==> src/hdl/snq_pkg.sv <==
// Shared types, constants and pitch-class helpers for the scale note quantizer.
// No dependencies.
`default_nettype none
package snq_pkg;

   localparam int NOTE_W = 7;
   localparam int OUT_W = 8;
   localparam int PC_W = 4;
   localparam int OCT_W = 4;
   localparam int SEL_W = 4;
   localparam int CSR_IDX_W = 1;
   localparam int CSR_DATA_W = 7;
   localparam int PITCH_CLASSES = 12;
   localparam int SCALE_KINDS = 11;

   typedef logic [PC_W-1:0] pc_type;
   typedef logic [PITCH_CLASSES-1:0] mask_type;

   localparam logic [CSR_IDX_W-1:0] CSR_SCALE_SELECT = 1'b0;
   localparam logic [CSR_IDX_W-1:0] CSR_ROOT_NOTE = 1'b1;

   localparam logic [SEL_W-1:0] SCALE_RESET = 4'd6;
   localparam pc_type ROOT_PC_RESET = 4'd0; // root note 60 is pitch class 0

   // Interval masks, bit k set when k semitones above the root is a degree.
   localparam mask_type SCALE_MASK [SCALE_KINDS] = '{
      12'hAB5,  // major
      12'h5AD,  // natural minor
      12'h295,  // pentatonic
      12'h4E9,  // blues
      12'h6AD,  // dorian
      12'h6B5,  // mixolydian
      12'hFFF,  // chromatic
      12'h9AD,  // harmonic minor
      12'hAAD,  // melodic minor
      12'h555,  // whole tone
      12'hB6D   // diminished
   };

   typedef struct packed {
      logic [NOTE_W-1:0] note;
      logic [OCT_W-1:0]  octave;
      pc_type            pc;
   } split_type;

   // note / 12 by reciprocal: exact for 0..127
   function automatic split_type split_note(input logic [NOTE_W-1:0] note);
      logic [12:0]       prod;
      logic [OCT_W-1:0]  oct;
      logic [NOTE_W-1:0] base;
      split_type         res;
      prod = 13'(note) * 13'd43;
      oct = prod[12:9];
      base = 7'({oct, 3'b000}) + 7'({oct, 2'b00});
      res.note = note;
      res.octave = oct;
      res.pc = PC_W'(note - base);
      return res;
   endfunction

   function automatic pc_type add12(input pc_type a, input pc_type b);
      logic [PC_W:0] s;
      s = {1'b0, a} + {1'b0, b};
      if (s >= 5'd12) begin
         s = s - 5'd12;
      end
      return s[PC_W-1:0];
   endfunction

   function automatic pc_type sub12(input pc_type a, input pc_type b);
      pc_type r;
      if (a >= b) begin
         r = a - b;
      end else begin
         r = a + 4'd12 - b;
      end
      return r;
   endfunction

endpackage
`default_nettype wire

==> src/hdl/snq_split.sv <==
// Input-side split of a note into octave and pitch class.
// Depends on snq_pkg.
`default_nettype none
module snq_split (
   input  wire logic [snq_pkg::NOTE_W-1:0] note,
   output snq_pkg::split_type              split
);

   always_comb begin
      split = snq_pkg::split_note(note);
   end

endmodule
`default_nettype wire

==> src/hdl/snq_match.sv <==
// Nearest-degree search against the selected scale, plus membership flag.
// Depends on snq_pkg.
`default_nettype none
module snq_match (
   input  wire snq_pkg::split_type          split,
   input  wire logic [snq_pkg::SEL_W-1:0]   scale_sel,
   input  wire snq_pkg::pc_type             root_pc,
   output logic [snq_pkg::OUT_W-1:0]        note_out,
   output logic                             in_scale
);

   snq_pkg::mask_type mask;
   snq_pkg::pc_type   rel;
   snq_pkg::pc_type   iv;
   snq_pkg::pc_type   lo;
   snq_pkg::pc_type   hi;
   snq_pkg::pc_type   best;
   logic              found;
   logic [snq_pkg::OUT_W-1:0] oct_base;

   always_comb begin
      mask = '0;
      if (scale_sel < snq_pkg::SEL_W'(snq_pkg::SCALE_KINDS)) begin
         mask = snq_pkg::SCALE_MASK[scale_sel];
      end
      // interval of the input above the root
      rel = snq_pkg::sub12(split.pc, root_pc);
      iv = rel;
      found = 1'b0;
      // widen outward; on a tie the lower interval sits earlier in the table
      for (int d = 0; d <= snq_pkg::PITCH_CLASSES / 2; d++) begin
         lo = snq_pkg::sub12(rel, snq_pkg::PC_W'(d));
         hi = snq_pkg::add12(rel, snq_pkg::PC_W'(d));
         if (!found) begin
            if (mask[lo] && mask[hi]) begin
               iv = (lo < hi) ? lo : hi;
               found = 1'b1;
            end else if (mask[lo]) begin
               iv = lo;
               found = 1'b1;
            end else if (mask[hi]) begin
               iv = hi;
               found = 1'b1;
            end
         end
      end
      best = snq_pkg::add12(root_pc, iv);
      oct_base = snq_pkg::OUT_W'({split.octave, 3'b000}) +
                 snq_pkg::OUT_W'({split.octave, 2'b00});
      if (scale_sel >= snq_pkg::SEL_W'(snq_pkg::SCALE_KINDS)) begin
         note_out = snq_pkg::OUT_W'(split.note);
         in_scale = 1'b1;
      end else begin
         note_out = oct_base + snq_pkg::OUT_W'(best);
         in_scale = mask[rel];
      end
   end

endmodule
`default_nettype wire

==> src/hdl/scale_note_quantizer.sv <==
// Scale note quantizer: snaps a MIDI note to the nearest degree of a
// configured scale, keeping the input octave, and flags scale membership.
// One request per clock while req_stall is low; a request passes the input
// register, then the result register. The response register frees as soon
// as the result is taken, so a stalled response holds back new requests only
// once the input register is also full. The user must set the scale code and
// root through the csr port while no request is in flight; not enforced here.
// Depends on snq_pkg, snq_split, snq_match.
`default_nettype none
module scale_note_quantizer (
   input  wire logic                               clock,
   input  wire logic                               reset,
   input  wire logic                               csr_wr_en,
   input  wire logic [snq_pkg::CSR_IDX_W-1:0]      csr_index,
   input  wire logic [snq_pkg::CSR_DATA_W-1:0]     csr_wr_data,
   input  wire logic                               req_valid,
   output logic                                    req_stall,
   input  wire logic [snq_pkg::NOTE_W-1:0]         req_note_in,
   output logic                                    rsp_valid,
   input  wire logic                               rsp_stall,
   output logic [snq_pkg::OUT_W-1:0]               rsp_note_out,
   output logic                                    rsp_in_scale
);

   logic [snq_pkg::SEL_W-1:0] scale_sel_ff;
   snq_pkg::pc_type           root_pc_ff;
   snq_pkg::split_type        split_in;
   snq_pkg::split_type        split_ff;
   logic                      s1_valid_ff;
   logic                      s1_valid_in;
   logic                      out_valid_ff;
   logic                      out_valid_in;
   logic [snq_pkg::OUT_W-1:0] note_out_in;
   logic [snq_pkg::OUT_W-1:0] note_out_ff;
   logic                      in_scale_in;
   logic                      in_scale_ff;
   logic                      out_ready;
   logic                      s1_load;
   snq_pkg::split_type        root_split;

   assign root_split = snq_pkg::split_note(csr_wr_data);

   always_ff @(posedge clock) begin
      if (reset) begin
         scale_sel_ff <= snq_pkg::SCALE_RESET;
         root_pc_ff <= snq_pkg::ROOT_PC_RESET;
      end else if (csr_wr_en) begin
         if (csr_index == snq_pkg::CSR_SCALE_SELECT) begin
            scale_sel_ff <= csr_wr_data[snq_pkg::SEL_W-1:0];
         end else if (csr_index == snq_pkg::CSR_ROOT_NOTE) begin
            root_pc_ff <= root_split.pc;
         end
      end
   end

   snq_split u_split (
      .note  (req_note_in),
      .split (split_in)
   );

   snq_match u_match (
      .split     (split_ff),
      .scale_sel (scale_sel_ff),
      .root_pc   (root_pc_ff),
      .note_out  (note_out_in),
      .in_scale  (in_scale_in)
   );

   assign out_ready = !out_valid_ff || !rsp_stall;
   assign req_stall = s1_valid_ff && !out_ready;
   assign s1_load = req_valid && !req_stall;

   always_comb begin
      out_valid_in = out_valid_ff;
      if (out_ready) begin
         out_valid_in = s1_valid_ff;
      end
      // input register fills from the request side even while the output waits
      s1_valid_in = s1_load || (s1_valid_ff && !out_ready);
   end

   always_ff @(posedge clock) begin
      if (reset) begin
         s1_valid_ff <= 1'b0;
         out_valid_ff <= 1'b0;
      end else begin
         s1_valid_ff <= s1_valid_in;
         out_valid_ff <= out_valid_in;
      end
   end

   always_ff @(posedge clock) begin
      if (s1_load) begin
         split_ff <= split_in;
      end
      if (out_ready && s1_valid_ff) begin
         note_out_ff <= note_out_in;
         in_scale_ff <= in_scale_in;
      end
   end

   assign rsp_valid = out_valid_ff;
   assign rsp_note_out = note_out_ff;
   assign rsp_in_scale = in_scale_ff;

endmodule
`default_nettype wire

==> config.mk <==
export PLATFORM = sky130hd
export DESIGN_NAME = scale_note_quantizer
export DESIGN_NICKNAME = d
export VERILOG_FILES = /design/src/hdl/snq_pkg.sv /design/src/hdl/snq_split.sv /design/src/hdl/snq_match.sv /design/src/hdl/scale_note_quantizer.sv
export SDC_FILE = /design/constraint.sdc
export NUM_CORES = 1
export LEC_CHECK = 0
export BUFFER_PORTS_ARGS = -buffer_cell sky130_fd_sc_hd__buf_4
export CORE_UTILIZATION = 66
export CTS_BUF_LIST = sky130_fd_sc_hd__clkbuf_8
export DETAILED_ROUTE_END_ITERATION = 8
export PLACE_DENSITY = 0.91
export SETUP_SLACK_MARGIN = 0.1
export SYNTH_ARGS = -nofsm -noshare
export SYNTH_HDL_FRONTEND = slang
export SYNTH_HIERARCHICAL = 1
export SYNTH_SLANG_ARGS = --single-unit
export TNS_END_PERCENT = 10
==> constraint.sdc <==
create_clock -name clock -period 11.5 [get_ports clock]
set_clock_uncertainty 0.2 [all_clocks]
set_input_delay 2.3 -clock clock [delete_from_list [all_inputs] [get_ports clock]]
set_output_delay 2.3 -clock clock [all_outputs]
set_load 0.005 [all_outputs]
==> impl_metrics.tcl <==
set metrics [dict create \
    root_buffer "clkbuf_8" \
    postCtsSetupRepairBufs 0 \
    ys_types 105 \
    io_pins 31 \
    cts_resized 0 \
    rows 38 \
    cp-end-kind "flop" \
    synth.yosys.seq_area_share_pct 12.47 \
    drv_cap 0 \
    drtPass1Iterations 5 \
    timing.final.hold_violations 0 \
    initial_core_util_pct 67.81 \
    htreeDepth 2 \
    netlist_top_cells_area "ha_1 (19%), edfxtp_1 (9.8%), fa_1 (4.9%)" \
    slew_headroom_pct 34.91 \
    fin_nets 1022 \
    num_vias 6864 \
    ys_ff_latch 34 \
    crit_top_cell "ha_1" \
    drtIter0Drc 710 \
    synth_nets 1016 \
    tns_ps 0 \
    grt_pass1_wl_mm 31.28 \
    slew_viol_final 0 \
    n_antenna_cell 0 \
    cts_tree "yes" \
    syn2layout_area_growth_pct 4.576 \
    critPathMaxFanout 15 \
    clk_latency_ps 300 \
    critical_path_class "reg -> reg" \
    routed_wl_mm 19.12 \
    hold_path.class "reg -> reg" \
    ant_nets 0 \
    nFillCells 799 \
    tightest_slew_ps 975.1 \
    cts_hold_buf 0 \
    finalSetupViolations 0 \
    cts_buffers 5 \
    period_needed_ps 10410 \
    detail_route.wl_per_cell_um 18.88 \
    async_flop_share_pct 0 \
    clock-sinks 34 \
    rsz0062_at_grt "false" \
    die_width_um 107.8 \
    grt_remaining_overflow 0 \
    fmax_mhz 96.08 \
    timing.final.crit_share_pct 90.50 \
    cts_buffer_depth 2 \
    via_per_inst 6.776 \
    status "completed" \
    cpPeakStageDelay_ps 590 \
    grt_max_degree 39 \
    antenna_found_initial 0 \
    dieHeight_um 107.8 \
    grt.total_usage_pct 34.44 \
    synth_edf_count 24 \
    drcViolationCount 0 \
    gp_congestion 1.066 \
    synth_top_area_share_pct 18.98 \
    port_buffers 30 \
    drive_gt1_share_pct 13.29 \
    syn_avg_cell_area_um2 8.526 \
    clk_pin_slew_ps 70 \
    arrival_ps 10270 \
    crit_slowest_cell "a221oi_1" \
    fp.dieArea_um2 11610 \
    crit_path_start_kind "flop" \
    place_hpwl_mm 14.66 \
    grt_pass1_vias 6416 \
    yosys_warnings 6 \
    synth_flop_cell "edfxtp_1" \
    required_ps 11370 \
    netlist_area_um2 7383 \
    yosys.area.top_type "ha_1" \
    core_area_um2 10890 \
    syn_inst 866 \
]
==> worst max-delay path, delay by kind of cell (launching register included) <==
family / cells / cell delay, ps
flops: 1 / 470
xor+xnor: 1 / 290
buf+inv: 6 / 630
compound gates: 14 / 3460
fa+ha+maj: 11 / 3690
mux: 1 / 350
simple gates: 6 / 1090
==> final cells by class <==
type	instances	area, µm²	area share, %
multi-input cells	703	5893	76.32
flip-flops and latches	34	920.9	11.93
inverters	92	352.8	4.570
repair buffers	36	270.3	3.500
well taps	140	175.2	2.269
clock buffers	5	68.82	0.8913
clock inverters	3	40.04	0.5186
==> flip-flops by register name (all words and copies together), names as in the netlist <==
| signal | cells |
|---|---|
| rsp_valid | 1 |
| scale_sel_ff | 4 |
| rsp_in_scale | 1 |
| s1_valid_ff | 1 |
| split_ff | 15 |
| root_pc_ff | 4 |
| rsp_note_out | 8 |
==> through the flow <==
step	setup slack (ps)	util, %	std cells	area [µm²]	hold WS [ps]
2_1_floorplan	2668	-	866	7383	244.0
3_3_place_gp	1744	69.92	1005	7612	265.5
3_5_place_dp	1474	69.92	1005	7612	302.6
4_1_cts	1317	70.91	1013	7721	330.8
5_1_grt	649.9	70.91	1013	7721	361.8
6_report	1092	70.91	1013	7721	330.5
==> cells in the mapped netlist (6+ instances only) <==
master     count
mux2i_1       21
ha_1         112
edfxtp_1      24
o22ai_1        6
nor2_1        51
nor3_1        18
nand2_1       47
a211oi_1      13
o211a_1        8
o211ai_2       7
o31a_1         7
a22oi_1        6
o21ai_0       37
or3_1          6
clkbuf_1      14
o2111ai_1      7
buf_2          8
xnor2_1       20
and3_1         8
a31oi_1        7
xor2_1         9
o221ai_1       6
buf_4          9
o211ai_1      21
inv_1         88
a21o_1        10
fa_1          18
o21a_1         9
o31ai_1        6
dfxtp_1       10
a21oi_1       55
nand2b_1      11
nor2b_1       15
mux2_2        14
nand3_1       16
==> layout by cell type (no fill, tap or decap), types with 5 or more instances in the layout <==
| cell type | netlist | final |
|---|---|---|
| a211o_1 | 5 | 5 |
| a211oi_1 | 13 | 13 |
| a21o_1 | 10 | 10 |
| a21oi_1 | 55 | 55 |
| a22oi_1 | 6 | 6 |
| a31oi_1 | 7 | 7 |
| and3_1 | 8 | 8 |
| buf_4 | 9 | 36 |
| clkbuf_8 | 0 | 5 |
| dfxtp_1 | 10 | 10 |
| edfxtp_1 | 24 | 24 |
| fa_1 | 18 | 18 |
| ha_1 | 112 | 112 |
| inv_1 | 88 | 88 |
| mux2_2 | 14 | 14 |
| mux2i_1 | 21 | 21 |
| nand2_1 | 47 | 47 |
| nand2b_1 | 11 | 11 |
| nand3_1 | 16 | 16 |
| nor2_1 | 51 | 51 |
| nor2b_1 | 15 | 15 |
| nor3_1 | 18 | 18 |
| o2111ai_1 | 7 | 7 |
| o211a_1 | 8 | 8 |
| o211ai_1 | 21 | 21 |
| o211ai_2 | 7 | 7 |
| o21a_1 | 9 | 9 |
| o21ai_0 | 37 | 37 |
| o221ai_1 | 6 | 6 |
| o22ai_1 | 6 | 6 |
| o311ai_0 | 5 | 5 |
| o31a_1 | 7 | 7 |
| o31ai_1 | 6 | 6 |
| or2_2 | 5 | 5 |
| or3_1 | 6 | 6 |
| xnor2_1 | 20 | 20 |
| xor2_1 | 9 | 9 |
==> cells by family after synthesis <==
| logic type | count (synthesis) | synth area share, % |
|---|---|---|
| AOI/OAI and AO/OA | 274 | 27.79 |
| xor gates and xnor gates | 37 | 5.457 |
| adders and majority gates | 130 | 23.86 |
| buffers and inverters | 129 | 7.710 |
| DFF | 34 | 12.47 |
| muxes | 42 | 6.626 |
| and+or+nand+nor | 220 | 16.08 |
==> final timing paths <==
check	from	to	slack (ps)	cells after the start
hold / removal	s1_valid_ff	rsp_valid	330	2
setup reg to reg	root_pc_ff[1]	rsp_note_out[7]	1090	39
hold reg to reg	s1_valid_ff	rsp_valid	330	2
setup / recovery	root_pc_ff[1]	rsp_note_out[7]	1090	39
==> per-layer routing <==
metal | vias to the layer above | part of all wire, % | GRT usage [%]
li1 | 3237 | - | -
met4 | 0 | 5.5 | 18.88
met5 | - | 0 | 0
met2 | 304 | 47 | 57.69
met3 | 77 | 6.9 | 5.508
met1 | 3246 | 40 | 42.05
Power is left out: the tool's default activity adds up to more than one toggle a clock period on the data nets, which glitch-free logic cannot reach.
